[config.mk]
export PLATFORM = sky130hd
export DESIGN_NAME = annexb_nal_unit_splitter
export DESIGN_NICKNAME = d
export VERILOG_FILES = /design/src/rtl/nalsp_pkg.sv /design/src/rtl/nalsp_parser.sv /design/src/rtl/nalsp_burst_buf.sv /design/src/rtl/annexb_nal_unit_splitter.sv
export SDC_FILE = /design/constraint.sdc
export NUM_CORES = 1
export LEC_CHECK = 0
export BUFFER_PORTS_ARGS = -buffer_cell sky130_fd_sc_hd__buf_2
export CELL_PAD_IN_SITES_DETAIL_PLACEMENT = 1
export CELL_PAD_IN_SITES_GLOBAL_PLACEMENT = 1
export CORE_UTILIZATION = 53
export DETAILED_ROUTE_END_ITERATION = 12
export MAX_ROUTING_LAYER = met4
export PLACE_DENSITY = 0.95
export SETUP_SLACK_MARGIN = 0.4
export SYNTH_ARGS = -nofsm -noshare
export SYNTH_HDL_FRONTEND = slang
export SYNTH_SLANG_ARGS = --single-unit
[constraint.sdc]
create_clock -name clk_i -period 13.7 [get_ports clk_i]
set_input_delay 2.055 -clock clk_i [delete_from_list [all_inputs] [get_ports clk_i]]
set_output_delay 2.055 -clock clk_i [all_outputs]
set_load 0.02 [all_outputs]
[src/rtl/nalsp_pkg.sv]
// Shared types and constants of the Annex B NAL unit splitter.
`timescale 1ns / 1ps

package nalsp_pkg;

  // Most results that one input beat can give: four payload bytes and one descriptor.
  localparam int unsigned NSLOT = 5;

  // Result kinds.
  localparam logic KIND_PAYLOAD = 1'b0;
  localparam logic KIND_DESC    = 1'b1;

  // NAL unit types of interest and the type field mask.
  localparam logic [7:0] TYPE_MASK = 8'h1f;
  localparam logic [4:0] TYPE_IDR  = 5'd5;
  localparam logic [4:0] TYPE_SPS  = 5'd7;
  localparam logic [4:0] TYPE_PPS  = 5'd8;

  // Byte that closes a start code, and the most zeros held back.
  localparam logic [7:0] START_BYTE = 8'h01;
  localparam logic [1:0] HOLD_MAX   = 2'd3;

  // One result without its size field, which follows the size parameter.
  typedef struct packed {
    logic       kind;
    logic [7:0] pbyte;
    logic [4:0] utype;
    logic       key;
    logic       first;
  } res_t;

endpackage

[src/rtl/nalsp_parser.sv]
// Start code detection, unit state and result generation for one input beat.
`timescale 1ns / 1ps

module nalsp_parser #(
  parameter int unsigned SIZE_BITS = 24
) (
  input  logic                                         clk_i,
  input  logic                                         rst_ni,
  input  logic                                         step_i,
  input  logic [7:0]                                   byte_i,
  input  logic                                         eob_i,
  input  logic                                         pass_ps_i,
  output logic [2:0]                                   cnt_o,
  output nalsp_pkg::res_t [nalsp_pkg::NSLOT-1:0]       res_o,
  output logic [nalsp_pkg::NSLOT-1:0][SIZE_BITS-1:0]   size_o
);
  import nalsp_pkg::*;

  localparam logic [SIZE_BITS-1:0] SIZE_MAX = {SIZE_BITS{1'b1}};

  // Unit state. Held bytes are always zeros, so only their count is kept.
  logic [1:0]           hold_q, hold_d;
  logic                 inside_q, inside_d;
  logic                 await_q, await_d;
  logic [4:0]           type_q, type_d;
  logic [SIZE_BITS-1:0] count_q, count_d;

  logic                 is_zero, is_start, has_b, full;
  logic [1:0]           hold_after;
  logic                 ins, aw, d1, d2, suppress;
  logic [4:0]           ty, new_type;
  logic [SIZE_BITS-1:0] cnt, cnt_new;
  logic [SIZE_BITS:0]   cnt_sum;
  logic [2:0]           nz, np, npe, off, pos;
  logic [7:0]           first_byte;

  // Classify the beat and work out how many bytes it passes into the unit.
  always_comb begin
    is_zero    = (byte_i == 8'h00);
    is_start   = (byte_i == START_BYTE) && (hold_q >= 2'd2);
    has_b      = !is_zero && !is_start;
    full       = (hold_q == HOLD_MAX);
    hold_after = full ? HOLD_MAX : hold_q + 2'd1;

    if (is_zero) begin
      nz = {2'b00, full} + (eob_i ? {1'b0, hold_after} : 3'd0);
    end else if (is_start) begin
      nz = 3'd0;
    end else begin
      nz = {1'b0, hold_q};
    end
    np = nz + {2'b00, has_b};

    // A start code opens a fresh unit before anything else of this beat.
    d1  = is_start && inside_q;
    ins = is_start ? 1'b1 : inside_q;
    aw  = is_start ? 1'b1 : await_q;
    ty  = is_start ? 5'd0 : type_q;
    cnt = is_start ? '0 : count_q;

    // The first passed byte of a unit sets its type.
    first_byte = (nz != 3'd0) ? 8'h00 : byte_i;
    if (ins && aw && (np != 3'd0)) begin
      new_type = 5'(first_byte & TYPE_MASK);
    end else begin
      new_type = ty;
    end

    // Saturating byte count of the open unit.
    cnt_sum = {1'b0, cnt} + (SIZE_BITS + 1)'(np);
    if (!ins) begin
      cnt_new = cnt;
    end else if (cnt_sum[SIZE_BITS]) begin
      cnt_new = SIZE_MAX;
    end else begin
      cnt_new = cnt_sum[SIZE_BITS-1:0];
    end

    suppress = !pass_ps_i && ((new_type == TYPE_SPS) || (new_type == TYPE_PPS));
    npe      = (ins && !suppress) ? np : 3'd0;
    d2       = eob_i && ins;
    off      = {2'b00, d1};
    cnt_o    = off + npe + {2'b00, d2};
  end

  // Lay the results out in order: closing descriptor, payload bytes, final descriptor.
  always_comb begin
    for (int k = 0; k < NSLOT; k++) begin
      pos       = 3'(k) - off;
      res_o[k]  = '0;
      size_o[k] = '0;
      if (d1 && (k == 0)) begin
        res_o[k].kind  = KIND_DESC;
        res_o[k].utype = type_q;
        res_o[k].key   = (type_q == TYPE_IDR);
        size_o[k]      = count_q;
      end else if (pos < npe) begin
        res_o[k].kind  = KIND_PAYLOAD;
        res_o[k].pbyte = (has_b && (pos == np - 3'd1)) ? byte_i : 8'h00;
        res_o[k].utype = new_type;
        res_o[k].key   = (new_type == TYPE_IDR);
        res_o[k].first = aw && (pos == 3'd0);
      end else if (d2 && (pos == npe)) begin
        res_o[k].kind  = KIND_DESC;
        res_o[k].utype = new_type;
        res_o[k].key   = (new_type == TYPE_IDR);
        size_o[k]      = cnt_new;
      end
    end
  end

  // Next state; the end of the buffer closes the unit and restarts the search.
  always_comb begin
    if (eob_i) begin
      hold_d   = 2'd0;
      inside_d = 1'b0;
      await_d  = 1'b0;
      type_d   = 5'd0;
      count_d  = '0;
    end else begin
      hold_d   = is_zero ? hold_after : 2'd0;
      inside_d = ins;
      await_d  = ins ? (aw && (np == 3'd0)) : aw;
      type_d   = new_type;
      count_d  = cnt_new;
    end
  end

  always_ff @(posedge clk_i or negedge rst_ni) begin
    if (!rst_ni) begin
      hold_q   <= 2'd0;
      inside_q <= 1'b0;
      await_q  <= 1'b0;
      type_q   <= 5'd0;
      count_q  <= '0;
    end else if (step_i) begin
      hold_q   <= hold_d;
      inside_q <= inside_d;
      await_q  <= await_d;
      type_q   <= type_d;
      count_q  <= count_d;
    end
  end

endmodule

[src/rtl/nalsp_burst_buf.sv]
// Result register handing out one beat's results one a cycle while output is ready.
`timescale 1ns / 1ps

module nalsp_burst_buf #(
  parameter int unsigned SIZE_BITS = 24
) (
  input  logic                                         clk_i,
  input  logic                                         rst_ni,
  input  logic                                         load_i,
  input  logic [2:0]                                   cnt_i,
  input  nalsp_pkg::res_t [nalsp_pkg::NSLOT-1:0]       res_i,
  input  logic [nalsp_pkg::NSLOT-1:0][SIZE_BITS-1:0]   size_i,
  input  logic                                         pop_ready_i,
  output logic                                         ready_o,
  output logic                                         valid_o,
  output nalsp_pkg::res_t                              res_o,
  output logic [SIZE_BITS-1:0]                         size_o,
  output logic                                         last_o
);
  import nalsp_pkg::*;

  res_t [NSLOT-1:0]                slot_q;
  logic [NSLOT-1:0][SIZE_BITS-1:0] size_q;
  logic [2:0]                      count_q;
  logic                            pop;

  // The head slot drives the output; the last slot of a burst carries the run end.
  assign valid_o = (count_q != 3'd0);
  assign pop     = valid_o && pop_ready_i;
  assign ready_o = (count_q == 3'd0) || ((count_q == 3'd1) && pop_ready_i);
  assign res_o   = slot_q[0];
  assign size_o  = size_q[0];
  assign last_o  = (count_q == 3'd1);

  // Fill count.
  always_ff @(posedge clk_i or negedge rst_ni) begin
    if (!rst_ni) begin
      count_q <= 3'd0;
    end else if (load_i) begin
      count_q <= cnt_i;
    end else if (pop) begin
      count_q <= count_q - 3'd1;
    end
  end

  // Slots load as a whole and shift towards the head as beats leave.
  always_ff @(posedge clk_i) begin
    if (load_i) begin
      slot_q <= res_i;
      size_q <= size_i;
    end else if (pop) begin
      for (int k = 0; k < NSLOT - 1; k++) begin
        slot_q[k] <= slot_q[k+1];
        size_q[k] <= size_q[k+1];
      end
    end
  end

endmodule

[src/rtl/annexb_nal_unit_splitter.sv]
// Top level of the Annex B NAL unit splitter.
`timescale 1ns / 1ps

// Takes an H.264 Annex B stream one byte per beat (tlast marks the last byte of a
// buffer) and gives payload bytes with start codes removed, each unit closed by a
// descriptor beat (tuser high) carrying type, saturating size and keyframe mark.
// A byte passes through an input register, the parser and a result register, and
// its results are offered from the result register. The block takes one byte per
// clock while each byte gives at most one result and the output is ready; a byte
// that gives n results (up to five, when held zeros are released, at a start code
// or at a buffer end) keeps the result register until the single result port has
// drained them all, and the next byte waits in the input register until then. tlast
// on the output marks the last result caused by one input byte. Payload of SPS and
// PPS units is dropped unless the configuration bit is set; their descriptors are
// always given.

module annexb_nal_unit_splitter #(
  parameter  int unsigned SIZE_BITS = 24,
  localparam int unsigned TDATA_W   = ((15 + SIZE_BITS + 7) / 8) * 8
) (
  input  logic               clk_i,
  input  logic               rst_ni,
  // Configuration: bit 0 is pass_parameter_sets.
  input  logic               cfg_we_i,
  input  logic               cfg_wdata_i,
  // Input stream.
  input  logic               s_axis_tvalid,
  output logic               s_axis_tready,
  input  logic [7:0]         s_axis_tdata,   // stream_byte
  input  logic               s_axis_tlast,   // end_of_buffer
  // Output stream.
  output logic               m_axis_tvalid,
  input  logic               m_axis_tready,
  output logic [TDATA_W-1:0] m_axis_tdata,   // payload_byte, unit_type, unit_size,
                                             // is_keyframe, is_first, zero fill
  output logic               m_axis_tlast,   // last_of_run
  output logic               m_axis_tuser    // item_kind
);
  import nalsp_pkg::*;

  logic                            pass_ps_q;
  logic                            in_vld_q;
  logic [7:0]                      in_byte_q;
  logic                            in_eob_q;
  logic                            buf_ready, take;
  logic [2:0]                      burst_cnt;
  res_t [NSLOT-1:0]                burst_res;
  logic [NSLOT-1:0][SIZE_BITS-1:0] burst_size;
  res_t                            head_res;
  logic [SIZE_BITS-1:0]            head_size;

  // Configuration register.
  always_ff @(posedge clk_i or negedge rst_ni) begin
    if (!rst_ni) begin
      pass_ps_q <= 1'b0;
    end else if (cfg_we_i) begin
      pass_ps_q <= cfg_wdata_i;
    end
  end

  // Input register; it empties when the result register can take the beat's results.
  assign take          = in_vld_q && buf_ready;
  assign s_axis_tready = !in_vld_q || take;

  always_ff @(posedge clk_i or negedge rst_ni) begin
    if (!rst_ni) begin
      in_vld_q <= 1'b0;
    end else if (s_axis_tready) begin
      in_vld_q <= s_axis_tvalid;
    end
  end

  always_ff @(posedge clk_i) begin
    if (s_axis_tvalid && s_axis_tready) begin
      in_byte_q <= s_axis_tdata;
      in_eob_q  <= s_axis_tlast;
    end
  end

  nalsp_parser #(
    .SIZE_BITS (SIZE_BITS)
  ) u_parser (
    .clk_i     (clk_i),
    .rst_ni    (rst_ni),
    .step_i    (take),
    .byte_i    (in_byte_q),
    .eob_i     (in_eob_q),
    .pass_ps_i (pass_ps_q),
    .cnt_o     (burst_cnt),
    .res_o     (burst_res),
    .size_o    (burst_size)
  );

  nalsp_burst_buf #(
    .SIZE_BITS (SIZE_BITS)
  ) u_burst_buf (
    .clk_i       (clk_i),
    .rst_ni      (rst_ni),
    .load_i      (take),
    .cnt_i       (burst_cnt),
    .res_i       (burst_res),
    .size_i      (burst_size),
    .pop_ready_i (m_axis_tready),
    .ready_o     (buf_ready),
    .valid_o     (m_axis_tvalid),
    .res_o       (head_res),
    .size_o      (head_size),
    .last_o      (m_axis_tlast)
  );

  // Output beat packing, lowest field first.
  assign m_axis_tuser = head_res.kind;
  assign m_axis_tdata = TDATA_W'({head_res.first, head_res.key, head_size,
                                  head_res.utype, head_res.pbyte});

endmodule
== Word-level counts from Yosys, hierarchy flattened ==
Index checks and enable logic that the tools add are counted.

* Register bits after elaboration: 247
* Input port bits: 15
* Output and inout bits: 44
* Word-level logic and storage cells: 197

* $add $sub $neg: 13
* Magnitude comparators: 6
* Equal/unequal tests: 17
* Muxes and demuxes: 70
* Bitwise gates (word level): 1
* Reductions and logical operators: 50

{| class="wikitable"
|+ Operators by type and width
! cell !! count
|-
| 24-bit two-way mux || 13
|-
| 96-bit two-way mux || 2
|-
| 64-bit two-way mux || 2
|-
| 8-bit two-way mux || 9
|-
| 6-bit two-way mux || 11
|-
| 3-bit == test || 10
|-
| 1-bit logical AND || 28
|-
| 24-bit by 3-bit adder with 25-bit output || 1
|-
| 3-bit logical NOT || 7
|-
| 1-bit two-way mux || 20
|-
| 5-bit two-way mux || 4
|-
| 5-bit by 3-bit == test with 1-bit output (second input constant) || 3
|-
| 3-bit < comparator || 5
|-
| 3-bit two-way mux || 4
|-
| 2-bit two-way mux || 5
|-
| 3-bit nonzero test || 3
|-
| 8-bit by 1-bit == test with 1-bit output (second input constant) || 1
|-
| 8-bit logical NOT || 1
|-
| 1-bit by 3-bit adder with 3-bit output || 2
|-
| 3-bit by 1-bit adder with 3-bit output || 2
|-
| 2-bit by 1-bit subtractor with 3-bit output (first input constant) || 2
|-
| 3-bit by 1-bit subtractor with 3-bit output (second input constant) || 2
|-
| 5-bit by 4-bit == test with 1-bit output (second input constant) || 1
|-
| 1-bit logical NOT || 5
|-
| 11 further kinds || 14
|}

== Depth between registers and ports, before layout ==
Gate-level depths: netlist of the first run.

* Word-level depth: 21
* Depth in mapped cells: 25
* Depth with buffers taken out: 23

== By module ==
Synthesis of the first run repeated with hierarchy kept, for this count alone.

* Cell total of the unflattened synthesis: 1079
* Area, all modules: 13381.6 um^2

{| class="wikitable"
|+ By module, submodules not included
! module !! times used !! cells each !! area an instance (um^2) !! seq. area each (um^2)
|-
| nalsp_burst_buf || 1 || 445 || 8891.0 || 6080.8
|-
| nalsp_parser || 1 || 616 || 4108.9 || 825.8
|-
| annexb_nal_unit_splitter || 1 || 18 || 381.6 || 320.3
|}

== Worst setup path before layout of the first run ==
OpenSTA, ideal clock, no wires.

* Path kind: reg-to-reg
* From: reg in_byte_q[3]
* To: reg u_burst_buf.slot_q, in the netlist u_burst_buf.res_o[1], data pin
* Setup time: 166 ps
* Arrival: 5760 ps
* Slack: 7774 ps
* Stages on the path, launching flop included: 21
* Path buffers: 3
* Period minus slack after synthesis: 5926 ps
* Path through: edfxtp_1 buf_6 or4_1 buf_2 a211o_1 a22o_1 ha_1 ha_1 inv_1 ha_1 ha_1 o21ai_0 a31o_2 nor4b_2 or4_1 buf_2 ha_1 or4b_2 a21oi_1 nand2_1 a31oi_1

* Cells in the longest elaborated chain, start to end: 20
* Elaborated cells on any way between the ends: 36
* Classes of those cells: 2 x add/sub; 1 x order compare; 5 x eq/ne; 12 x mux; 16 x reduce/logical

{| class="wikitable"
|+ RTL lines
! item !! RTL line !! text
|-
| start: declaration || annexb_nal_unit_splitter.sv:43 || <nowiki>logic [7:0] in_byte_q;</nowiki>
|-
| start signal: assignment || annexb_nal_unit_splitter.sv:75 || <nowiki>in_byte_q <= s_axis_tdata;</nowiki>
|-
| 8-bit by 1-bit == test with 1-bit output || nalsp_parser.sv:40 || <nowiki>is_start = (byte_i == START_BYTE) && (hold_q >= 2'd2);</nowiki>
|-
| 1-bit logical AND || nalsp_parser.sv:40 ||
|-
| 2-bit two-way mux or 1-bit logical NOT (tied branches) || nalsp_parser.sv:47, nalsp_parser.sv:41 ||
|-
| 3-bit two-way mux or 1-bit logical AND (tied branches) || nalsp_parser.sv:45, nalsp_parser.sv:41 ||
|-
| 3-bit by 1-bit adder with 3-bit output || nalsp_parser.sv:52 || <nowiki>np = nz + {2'b00, has_b};</nowiki>
|-
| 3-bit nonzero test || nalsp_parser.sv:63 || <nowiki>if (ins && aw && (np != 3'd0)) begin</nowiki>
|-
| 1-bit logical AND || nalsp_parser.sv:63 ||
|-
| 5-bit two-way mux || nalsp_parser.sv:63 ||
|-
| [... 4 more ...] || - ||
|-
| 1-bit logical AND || nalsp_parser.sv:80 || <nowiki>npe = (ins && !suppress) ? np : 3'd0;</nowiki>
|-
| 3-bit two-way mux || nalsp_parser.sv:80 ||
|-
| 3-bit == test || nalsp_parser.sv:103 || <nowiki>end else if (d2 && (pos == npe)) begin</nowiki>
|-
| 1-bit logical AND || nalsp_parser.sv:103 ||
|-
| 6-bit two-way mux || nalsp_parser.sv:103 ||
|-
| 6-bit two-way mux || nalsp_parser.sv:97 || <nowiki>end else if (pos < npe) begin</nowiki>
|-
| 6-bit two-way mux (*) || nalsp_parser.sv:92 || <nowiki>if (d1 && (k == 0)) begin</nowiki>
|-
| 64-bit two-way mux (*) || nalsp_burst_buf.sv:48 || <nowiki>if (load_i) begin</nowiki>
|-
| end signal: assignment || nalsp_burst_buf.sv:49 || <nowiki>slot_q <= res_i;</nowiki>
|-
| end signal: indexed assignment || nalsp_burst_buf.sv:53 || <nowiki>slot_q[k] <= slot_q[k+1];</nowiki>
|-
| end: declaration || nalsp_burst_buf.sv:22 || <nowiki>res_t [NSLOT-1:0] slot_q;</nowiki>
|}

Mark *: on every way between the ends. The rest lies on a longest branch, timed or not.
A chain may end at the register's enable or synchronous reset.

== Worst setup path after layout of the first run ==
* From: reg in_byte_q[3]
* To: reg u_burst_buf.size_q, in the netlist u_burst_buf.size_o[3], data pin

* Cells in the longest elaborated chain, start to end: 20
* Elaborated cells on any way between the ends: 39
* Classes of those cells: 3 x add/sub; 1 x order compare; 4 x eq/ne; 15 x mux; 16 x reduce/logical

{| class="wikitable"
|+ RTL lines
! item !! RTL line !! text
|-
| 8-bit by 1-bit == test with 1-bit output || nalsp_parser.sv:40 ||
|-
| 1-bit logical AND || nalsp_parser.sv:40 ||
|-
| 2-bit two-way mux or 1-bit logical NOT (tied branches) || nalsp_parser.sv:47, nalsp_parser.sv:41 ||
|-
| 3-bit two-way mux or 1-bit logical AND (tied branches) || nalsp_parser.sv:45, nalsp_parser.sv:41 ||
|-
| 3-bit by 1-bit adder with 3-bit output || nalsp_parser.sv:52 ||
|-
| 3-bit nonzero test || nalsp_parser.sv:63 ||
|-
| 1-bit logical AND || nalsp_parser.sv:63 ||
|-
| 5-bit two-way mux || nalsp_parser.sv:63 ||
|-
| [... 4 more ...] || - ||
|-
| 1-bit logical AND || nalsp_parser.sv:80 ||
|-
| 3-bit two-way mux || nalsp_parser.sv:80 ||
|-
| 3-bit == test || nalsp_parser.sv:103 ||
|-
| 1-bit logical AND || nalsp_parser.sv:103 ||
|-
| 24-bit two-way mux || nalsp_parser.sv:103 ||
|-
| 24-bit two-way mux || nalsp_parser.sv:97 ||
|-
| 24-bit two-way mux (*) || nalsp_parser.sv:92 ||
|-
| 96-bit two-way mux (*) || nalsp_burst_buf.sv:48 ||
|-
| end signal: assignment || nalsp_burst_buf.sv:50 || <nowiki>size_q <= size_i;</nowiki>
|-
| end signal: indexed assignment || nalsp_burst_buf.sv:54 || <nowiki>size_q[k] <= size_q[k+1];</nowiki>
|-
| end: declaration || nalsp_burst_buf.sv:23 || <nowiki>logic [NSLOT-1:0][SIZE_BITS-1:0] size_q;</nowiki>
|}

Marked as above.

==> results by group, run 1 <==
Route
  – DR DRC count: 0
  – Vias per cell: 6.52
  – DR vias: 8639
  – Final wirelength: 33100 µm
  – DRT iter0 DRCs: 951
  – DR WL met3: 2270 µm
  – Top routing layer used: met4
  – Routed Antenna Nets: 0
  – TritonRoute pass-1 iters: 5
  – M1 WL: 13200 µm
  – WL met2: 16400 µm
  – Drt wl/cell: 25.0 µm

Logic synthesis
  – Top_reg_cell synth: edfxtp_1
  – Yosys top cell by area: edfxtp_1
  – Yosys reg bits: 244
  – Cell area after synthesis: 0.0116 mm²
  – Synth cell types: 68
  – Yosys Warn Count: 0
  – Async SR Flop Fraction: 15.6%
  – Yosys top cell area share: 53.4%
  – Area contributors post-synth: edfxtp_1 (53%), dfrtp_1 (8.2%), nand2_1 (4.9%)
  – Post-synth EDFFs: 206
  – Sequential share of the synthesized area: 61.6%
  – Syn_area_per_cell: 11.2 µm²
  – Mapped Nets: 1074
  – Syn Inst Count: 1038

Timing
  – Final setup viols: 0
  – Max Fclk: 0.125 GHz
  – Min Tclk post-route: 8.01 ns
  – Tcrit/Tclk final: 58.5%
  – RSZ-0062 raised after global routing: no
  – Final hold violation count: 0
  – Fin Clk Skew: 0.0138 ns
  – Max-slew violation count: 0
  – Worst-Margin Slew: 1.34 ns
  – Rel. slew slack: 10.3%
  – Final setup TNS: 0 ns

Power
  – Clock share of power: 26.7%
  – Leakage: 0.00475 µW
  – P_sw: 835 µW
  – Cell Pwr Density: 206 mW/mm²
  – Final Power: 2600 µW
  – Maximum vdd ir drop: 98.3 µV
  – Gate power share: 24.5%
  – Net Sw Frac: 32.1%
  – Internal: 1760 µW
  – Sequential share of power: 48.7%

Finish
  – Most common cell after layout, fill and taps aside: edfxtp_1
  – Final Cell Area: 0.0126 mm²
  – Share of cells above drive strength 1: 11.1%
  – Layout fillers: 2196
  – Area Growth Syn to Fin: 8.68%
  – Commonest non-fill, non-tap cells in the layout: edfxtp_1 (206), nand2_1 (152), o21ai_0 (106)
  – Final net count: 1068
  – # diodes: 0

Critical path
  – Crit path arrival time: 8.42 ns
  – CP Cell Sequence: or4_1 -> a211o_1 -> a22o_1 -> ha_1 -> ha_1 -> inv_1 -> ha_1 -> ha_1 -> o21ai_0 -> a31oi_1 -> and4_1 -> nor3_2 -> nand2_1 -> ha_1 -> o21bai_1 -> a21o_1 -> nand3_1 -> o311ai_0 -> o21a_1
  – Worst path max stage delay: 0.85 ns
  – Crit path required time: 14.10 ns
  – Setup crit start kind: flop
  – Most frequent CP cell: ha_1
  – Critical path peak fanout: 24
  – Worst Path Class, Setup: reg -> reg
  – Crit-path slowest cell: nand3_1
  – Crit end category: flop

Run status
  – Status: finished, final reports clean

Floorplanning
  – Initial Util: 54.6%
  – Die ar.: 0.0224 mm²
  – Core Rows: 53
  – Core Footprint: 0.0212 mm²
  – DIE WIDTH: 150 µm
  – I/O pin cnt: 59
  – Chip height: 150 µm

Place
  – I/O Buffers: 57
  – Post-DP HPWL: 19000 µm
  – Gpl congestion: 0.886
  – Placed instance area: 0.0118 mm²

Global routing
  – Vias in the first global route: 8951
  – Gr ovfl total: 0
  – Antenna violations before repair: 0
  – Largest net degree at the start of global routing: 94
  – GRT Resource Usage Total: 31.2%
  – First-pass GRT wire length: 51700 µm

Clock tree
  – Postcts setup bufs: 0
  – Clock Root Buffer: clkbuf_16
  – CTS H-Tree Depth: 1
  – Hold_buf cts: 0
  – Max Root-Sink Buffers: 3
  – Post-cts resize count: 0
  – CTS buffer count: 25
  – Clk sink count: 244
  – CTS tree: yes
  – Clock transition at path regs: 0.07 ns
  – Worst skew pair latency: 0.53 ns

Hold path
  – Hold Crit Class: reg -> reg

Run
  – Max cap viols: 0
flip-flops by register name, indices dropped and copies added, names as in the netlist, 2 cells and up:
name	count
u_parser.type_q	5
u_burst_buf.size_q	96
u_parser.hold_q	2
u_burst_buf.slot_q	61
in_byte_q	8
u_burst_buf.count_q	3
u_burst_buf.res_o	16
u_parser.count_q	24
u_burst_buf.size_o	24
final cells by class:
class	instances	area, µm²	share of cell area (%)
clock inverters	12	135	1.07
inverters	20	75.1	0.597
multi-input cells	673	3850	30.6
well taps	275	344	2.73
repair buffers	68	368	2.92
flip-flops and latches	244	7140	56.7
clock buffers	34	669	5.32
critical path, delay by kind of cell (launching register included):
kind	cells	cell delay, ns
AO/OA/AOI/OAI	8	3.08
AND/OR/NAND/NOR	5	2.69
adder cells (fa/ha/maj)	5	1.48
flip-flops	1	0.53
buffers and inverters	1	0.10
metrics by stage:
step / std cells / utilization (%) / hold slack (ns) / setup WS, ns
after floorplan: 1038 / - / 0.470 / 7.77
after global placement: 1280 / 55.5 / 0.496 / 6.76
after detailed placement: 1280 / 55.5 / 0.512 / 6.34
after CTS: 1326 / 59.3 / 0.529 / 5.86
after global routing: 1326 / 59.3 / 0.535 / 5.41
final: 1326 / 59.3 / 0.530 / 5.69
synth_stat cells (all sizes together) (3+ instances only):
master and instances:
edfxtp 206, nand2 152, o21ai 126, nor2 96, clkbuf 55, buf 46
a21oi 45, dfrtp 38, a22o 34, nor3 21, ha 19, inv 19
and2 17, nand3 17, and3 11, a32o 10, xor2 10, a31oi 8
and4 7, nor2b 7, o21a 7, xnor2 7, a21o 6, a221oi 6
a211oi 5, nand2b 4, nand4 4, nor4 4, or3 4, a211o 3
a2bb2oi 3, mux2 3, or4 3
layer usage:
metal	GRT usage, %	up-vias
met5	-	-
met4	12.5	0
met3	3.81	104
met2	50.3	420
met1	40.3	4375
li1	-	3740
path summary, 6_finish.rpt:
kind / slack [ns] / cells after the start / startpoint / end
setup / recovery: 5.69 / 19 / in_byte_q[3] / u_burst_buf.size_o[3]
hold / removal: 0.53 / 2 / u_burst_buf.size_q[54] / u_burst_buf.size_q[30]
setup reg to reg: 5.69 / 19 / in_byte_q[3] / u_burst_buf.size_o[3]
hold reg to reg: 0.53 / 2 / u_burst_buf.size_q[54] / u_burst_buf.size_q[30]
max in group asynchronous: 11.32 / 1 / rst_ni / in_vld_q
min in group asynchronous: 1.71 / 1 / rst_ni / u_parser.count_q[9]
cell families after synthesis:
family	Yosys count	synth area share (%)
other	1	0.0324
buffers and inverters	121	5.33
XOR/XNOR	17	1.29
flip-flops	244	61.6
multiplexers	3	0.292
adder cells (fa/ha/maj)	21	2.40
AO/OA/AOI/OAI	270	14.7
AND/OR/NAND/NOR	361	14.3
power by group through the flow:
stage	Clock, µW	Combinational [µW]	Sequential [µW]
after floorplan	0	511	1230
after CTS	697	641	1270
after global routing	724	696	1290
after detailed placement	0	623	1270
after global placement	0	570	1250
final	694	637	1270
Note: power is estimated with default switching activity, not from simulation.
==> inputs of run 2 (changes only) <==
Settings changed: ABC_AREA from default to 1, CORE_UTILIZATION 53 to 44, PLACE_DENSITY 0.95 to 0.87.
Clock period 13.7 ns to 6.55 ns, I/O delays scaled along.
==> results by group, run 2 <==
Run status
  – Status: finished, final reports clean

Timing
  – Min Tclk post-route: 5.65 ns (-2.36 ns)
  – Final setup TNS: 0 ns (unchanged)
  – RSZ-0062 raised after global routing: no
  – Worst setup margin: 0.898 ns (-4.79 ns)
  – Max-slew violation count: 0 (unchanged)
  – Final hold violation count: 0 (unchanged)
  – Fin Clk Skew: 0.0130 ns (-0.000793 ns)
  – Final setup viols: 0 (unchanged)
  – Tcrit/Tclk final: 86.3% (+28 points)
  – Max Fclk: 0.177 GHz (+42%)
  – Rel. slew slack: 17.0% (+6.7 points)
  – Worst-Margin Slew: 1.24 ns (-0.0950 ns)

Clock tree
  – CTS buffer count: 27 (+8.0%)
  – Postcts setup bufs: 0 (unchanged)
  – Clock Root Buffer: clkbuf_16
  – Post-cts resize count: 0 (unchanged)
  – CTS H-Tree Depth: 1 (unchanged)
  – Worst skew pair latency: 0.54 ns (about the same)
  – Clk sink count: 244 (unchanged)
  – CTS tree: yes
  – Hold_buf cts: 0 (unchanged)
  – Max Root-Sink Buffers: 3 (unchanged)
  – Clock transition at path regs: 0.06 ns (about the same)

Logic synthesis
  – Async SR Flop Fraction: 15.6% (unchanged)
  – Yosys reg bits: 244 (unchanged)
  – Yosys top cell by area: edfxtp_1
  – Sequential share of the synthesized area: 57.4% (-4.3 points)
  – Syn_area_per_cell: 9.38 µm² (-16%)
  – Area contributors post-synth: edfxtp_1 (50%), nand2_1 (12%), dfrtp_1 (7.6%)
  – Yosys Warn Count: 0 (unchanged)
  – Most frequent cell after synthesis: nand2_1
  – Post-synth EDFFs: 206 (unchanged)
  – Cell area after synthesis: 0.0124 mm² (+7.4%)
  – Syn Inst Count: 1326 (+28%)
  – Mapped Nets: 1362 (+27%)
  – Synth top cells by count: nand2_1 (398), edfxtp_1 (206), nor2_1 (133)
  – Top_reg_cell synth: edfxtp_1
  – Yosys top cell area share: 49.7% (-3.7 points)
  – Synth cell types: 50 (-26%)

Power
  – Sequential share of power: 44.4% (-4.3 points)
  – Clock share of power: 24.7% (-2.0 points)
  – Leakage: 0.00574 µW (+21%)
  – Net Sw Frac: 35.6% (+3.5 points)
  – P_sw: 2350 µW (+180%)
  – Cell Pwr Density: 482 mW/mm² (+130%)
  – Maximum vdd ir drop: 231 µV (+130%)
  – Gate power share: 30.8% (+6.3 points)
  – Internal: 4240 µW (+140%)

Finish
  – Layout fillers: 3201 (+46%)
  – Largest reg by FF count: u_burst_buf.size_q
  – Most common cell after layout, fill and taps aside: nand2_1
  – Area Growth Syn to Fin: 10.0%
  – Commonest non-fill, non-tap cells in the layout: nand2_1 (398), edfxtp_1 (206), nor2_1 (132)
  – Final net count: 1368 (+28%)
  – Largest regs: u_burst_buf.size_q (96), u_burst_buf.slot_q (61)
  – Max FFs per register: 96 (unchanged)
  – Share of cells above drive strength 1: 13.9% (+2.8 points)
  – Final Cell Area: 0.0137 mm² (+8.8%)

Critical path
  – Setup crit start kind: flop
  – Critical path peak fanout: 26 (+8.3%)
  – Crit path required time: 6.95 ns (-7.15 ns)
  – Worst Path Class, Setup: reg -> reg
  – Crit path arrival time: 6.05 ns (-2.37 ns)
  – Reg2reg setup slack: 0.90 ns (-4.79 ns)
  – R2r endpoint: u_burst_buf.size_q[87]
  – Worst path max stage delay: 0.51 ns (-0.34 ns)
  – Crit-path slowest cell: xnor2_1
  – R2R cell count: 29 (+10)
  – Crit end category: flop
  – Worst r2r src: in_byte_q[3]
  – Most frequent CP cell: nand2_1

Place
  – Post-place setup slack: 0.951 ns (-5.39 ns)
  – Gpl congestion: 0.862 (-2.6%)
  – Placed instance area: 0.0127 mm² (+8.1%)
  – Post-DP HPWL: 21100 µm (+11%)
  – I/O Buffers: 57 (unchanged)

Route
  – Drt wl/cell: 19.4 µm (-22%)
  – Routed Antenna Nets: 0 (unchanged)
  – DR vias: 9493 (+9.9%)
  – Vias per cell: 5.48 (-16%)
  – DR DRC count: 0 (unchanged)
  – DRT iter0 DRCs: 858 (-9.8%)
  – TritonRoute pass-1 iters: 5 (unchanged)
  – Final wirelength: 33600 µm (+1.6%)

Hold path
  – Hold Crit Endpoint: u_burst_buf.size_q[28]
  – Hold depth: 2 (unchanged)
  – Hold_sp: u_burst_buf.size_q[52]
  – Hold Crit Class: reg -> reg

Global routing
  – Gr ovfl total: 0 (unchanged)
  – Largest net degree at the start of global routing: 107 (+14%)
  – Vias in the first global route: 9926 (+11%)
  – First-pass GRT wire length: 53400 µm (+3.3%)
  – GRT Resource Usage Total: 24.2% (-7.0 points)
  – Antenna violations before repair: 1 (+1)

Floorplanning
  – Initial Util: 44.8% (-9.8 points)
  – Core Footprint: 0.0278 mm² (+31%)
  – Core Rows: 61 (+15%)
  – DIE WIDTH: 170 µm (+14%)
  – Die ar.: 0.0289 mm² (+29%)
  – Chip height: 170 µm (+14%)
  – I/O pin cnt: 59 (unchanged)

Run
  – Max cap viols: 0 (unchanged)
-- run 2: cell type report --
type                    instances  area (µm²)  area share [%]
clock inverters                15         208            1.52
diodes                          1        2.50          0.0183
well taps                     378         473            3.46
inverters                     137         524            3.83
clock buffers                  34         742            5.42
repair buffers                 64         338            2.47
flip-flops and latches        244        7140            52.2
multi-input cells             858        4260            31.1
-- run 2: cell families after synthesis --
| group | share of synthesized area [%] |
|---|---|
| xor+xnor | 1.06 |
| mux | 0.0905 |
| other cells | 0.0302 |
| buf+inv | 8.45 |
| fa+ha+maj | 2.23 |
| compound gates | 7.85 |
| simple gates | 22.9 |
| flops | 57.4 |
-- run 2: how the worst max path moves through the flow --
stage                             end          startpoint  slack (ns)  cells past startpoint
2_1_floorplan  u_burst_buf.count_q[1]       m_axis_tready        1.69                      6
3_3_place_gp   u_burst_buf.size_o[14]  u_parser.hold_q[1]        1.36                     27
3_5_place_dp   u_burst_buf.size_o[17]        in_byte_q[3]        0.95                     28
4_1_cts        u_burst_buf.size_o[17]        in_byte_q[3]        0.82                     28
5_1_grt        u_burst_buf.size_q[69]        in_byte_q[3]        0.48                     25
6_report       u_burst_buf.size_q[87]        in_byte_q[3]        0.90                     29
-- run 2: routing by layer --
metal,part of all wire (%),up-vias,wire length [µm],track usage (%)
li1,-,4373,-,-
met1,42,4750,14100,30.2
met2,50,305,16800,40.3
met3,5.7,65,1900,3.65
met4,2.4,0,819,8.19
met5,0,-,0,-
-- run 2: power groups by stage --
stage	sequential [µW]	clock (µW)	combinational (µW)
after detailed placement	2950	0	2010
after global placement	2910	0	1870
after global routing	2980	1710	2250
after CTS	2930	1650	2040
final	2930	1630	2030
after floorplan	2920	0	1580
-- run 2: per-stage QoR --
| stage | total power, µW | hold WS, ns | utilization [%] | cells |
|---|---|---|---|---|
| 3_5_place_dp | 4960 | 0.511 | 45.8 | 1681 |
| 5_1_grt | 6940 | 0.535 | 49.3 | 1731 |
| 3_3_place_gp | 4780 | 0.496 | 45.8 | 1681 |
| 6_report | 6590 | 0.519 | 49.3 | 1731 |
| 2_1_floorplan | 4500 | 0.475 | - | 1326 |
| 4_1_cts | 6630 | 0.524 | 49.2 | 1730 |
-- run 2: critical path, delay by kind of cell (launching register included) --
family,cells,cell delay (ns)
simple gates,17,2.47
fa+ha+maj,4,0.96
buf+inv,5,0.83
flops,1,0.42
compound gates,2,0.30
xor+xnor,1,0.51
==> inputs of run 3 (changes only) <==
Settings changed: CORE_UTILIZATION 44 to 45, CTS_BUF_LIST from default to sky130_fd_sc_hd__clkbuf_2, PLACE_DENSITY 0.87 to 0.88.
==> results by group, run 3 (synthesized netlist as in run 2, its figures left out) <==
Finish
  – Final Util: 49.2% (-0.081 points)
  – Commonest non-fill, non-tap cells in the layout: nand2_1 (398), edfxtp_1 (206), nor2_1 (132)
  – Largest reg by FF count: u_burst_buf.size_q
  – Area Growth Syn to Fin: 6.87%
  – Most common cell after layout, fill and taps aside: nand2_1
  – Largest regs: u_burst_buf.size_q (96), u_burst_buf.slot_q (61)
  – Max FFs per register: 96 (unchanged)
  – Final net count: 1406 (+2.8%)
  – Share of cells above drive strength 1: 18.0% (+4.1 points)
  – Layout fillers: 3211 (+0.31%)

Power
  – Maximum vdd ir drop: 217 µV (-6.0%)
  – P_sw: 2320 µW (-1.4%)
  – Final Power: 6030 µW (-8.6%)
  – Cell Pwr Density: 453 mW/mm² (-5.9%)
  – Gate power share: 33.0% (+2.2 points)
  – Internal: 3710 µW (-13%)
  – Net Sw Frac: 38.5% (+2.8 points)
  – Leakage: 0.00576 µW (+0.26%)
  – Clock share of power: 18.7% (-6.0 points)
  – Sequential share of power: 48.3% (+3.9 points)

Clock tree
  – Post-cts resize count: 0 (unchanged)
  – Clock Root Buffer: clkbuf_2
  – Worst skew pair latency: 0.89 ns (+0.35 ns)
  – Clock transition at path regs: 0.11 ns (+0.05 ns)
  – CTS H-Tree Depth: 3 (+2)
  – CTS tree: yes
  – Clk sink count: 244 (unchanged)
  – Hold_buf cts: 0 (unchanged)
  – Postcts setup bufs: 0 (unchanged)
  – Max Root-Sink Buffers: 3 (unchanged)
  – CTS buffer count: 66 (+140%)

Floorplanning
  – Die ar.: 0.0283 mm² (-2.2%)
  – Core Footprint: 0.0270 mm² (-2.7%)
  – I/O pin cnt: 59 (unchanged)
  – Chip height: 168 µm (-1.1%)
  – Core Rows: 60 (-1.6%)
  – DIE WIDTH: 168 µm (-1.1%)
  – Initial Util: 46.0% (+1.3 points)

Critical path
  – Critical path peak fanout: 14 (-46%)
  – Crit path required time: 7.22 ns (+0.27 ns)
  – Crit-path slowest cell: xnor2_1
  – Crit end category: flop
  – Worst path max stage delay: 0.52 ns (about the same)
  – Worst Path Class, Setup: reg -> reg
  – Crit path arrival time: 6.24 ns (+0.19 ns)
  – Reg2reg setup slack: 0.98 ns (+0.08 ns)
  – Most frequent CP cell: nand2_1
  – Crit-path leading delay family: simple AND/OR/NAND/NOR gates
  – Worst Path Buf+Inv: 3 (-2)
  – Setup crit start kind: flop

Route
  – DRT iter0 DRCs: 723 (-16%)
  – Vias per cell: 5.40 (-1.5%)
  – DR DRC count: 0 (unchanged)
  – Drt wl/cell: 18.2 µm (-6.5%)
  – DR vias: 9520 (+0.28%)
  – TritonRoute pass-1 iters: 5 (unchanged)
  – Routed Antenna Nets: 0 (unchanged)
  – Final wirelength: 32000 µm (-4.8%)

Run status
  – Status: finished, final reports clean

Timing
  – Max Fclk: 0.179 GHz (+1.4%)
  – RSZ-0062 raised after global routing: no
  – Final setup TNS: 0 ns (unchanged)
  – Max-slew violation count: 0 (unchanged)
  – Tcrit/Tclk final: 85.1% (-1.2 points)
  – Final hold violation count: 0 (unchanged)
  – Min Tclk post-route: 5.57 ns (-0.0795 ns)
  – Final setup viols: 0 (unchanged)
  – Rel. slew slack: 24.0% (+7.0 points)
  – Fin Clk Skew: 0.103 ns (+0.0899 ns)
  – Worst-Margin Slew: 1.14 ns (-0.104 ns)

Global routing
  – Gr ovfl total: 0 (unchanged)
  – First-pass GRT wire length: 52400 µm (-1.7%)
  – Antenna violations before repair: 1 (unchanged)
  – GRT Resource Usage Total: 24.3% (+0.029 points)
  – Vias in the first global route: 10100 (+1.9%)
  – Largest net degree at the start of global routing: 106 (-0.93%)

Place
  – Post-DP HPWL: 20900 µm (-0.71%)
  – I/O Buffers: 57 (unchanged)
  – Gpl congestion: 0.891 (+3.3%)

Hold path
  – Hold Crit Class: in -> async

Run
  – Max cap viols: 0 (unchanged)
## run 3: changes by cell type in the layout (fill, tap and decap cells not counted), moves of 4 or more
cell       previous run  this run
bufinv_16             5         1
clkbuf_8              4         0
clkinv_2              7         0
clkbuf_2              0       109
clkinv_1              2         6
clkbuf_16            27         0
## run 3: routing by layer
metal | track usage (%) | wire length, µm | vias to the layer above
met5 | - | 0 | -
met4 | 8.85 | 733 | 0
met3 | 5.01 | 1830 | 65
met2 | 38.7 | 15300 | 264
met1 | 30.5 | 14200 | 4693
li1 | - | - | 4498
## run 3: power groups by stage
stage | combinational (µW) | sequential, µW | clock [µW]
after floorplan | 1580 | 2920 | 0
after global placement | 1870 | 2900 | 0
after detailed placement | 1990 | 2940 | 0
after CTS | 2010 | 2910 | 1150
after global routing | 2220 | 2970 | 1220
final | 1990 | 2910 | 1120
## run 3: per-stage QoR
stage | hold slack, ns | cells | cell area [µm²] | setup WS [ns]
2_1_floorplan | 0.475 | 1326 | 12400 | 1.69
3_3_place_gp | 0.497 | 1643 | 12700 | 1.44
3_5_place_dp | 0.508 | 1643 | 12700 | 1.09
4_1_cts | 0.285 | 1762 | 13300 | 1.02
5_1_grt | 0.320 | 1763 | 13300 | 0.451
6_report | 0.291 | 1763 | 13300 | 0.978
## run 3: worst paths after layout
| path | cells after the start | startpoint | to |
|---|---|---|---|
| worst max-delay path | 27 | u_parser.hold_q[1] | u_burst_buf.size_o[12] |
| worst min-delay path | 1 | rst_ni | u_parser.count_q[20] |
| worst max register to register | 27 | u_parser.hold_q[1] | u_burst_buf.size_o[12] |
| worst min register to register | 2 | u_burst_buf.size_q[65] | u_burst_buf.size_q[41] |
| max in group asynchronous | 1 | rst_ni | u_burst_buf.count_q[2] |
| min in group clk_i | 1 | s_axis_tdata[4] | in_byte_q[4] |
## run 3: cell type report
| type | count | area (µm²) | area share [%] |
|---|---|---|---|
| Tap cell | 341 | 427 | 3.21 |
| Multi-Input combinational cell | 858 | 4260 | 32.0 |
| Antenna cell | 1 | 2.50 | 0.0188 |
| Inverter | 137 | 524 | 3.94 |
| Clock buffer | 109 | 546 | 4.10 |
| Sequential cell | 244 | 7140 | 53.7 |
| Clock inverter | 10 | 68.8 | 0.518 |
| Timing Repair Buffer | 63 | 330 | 2.49 |
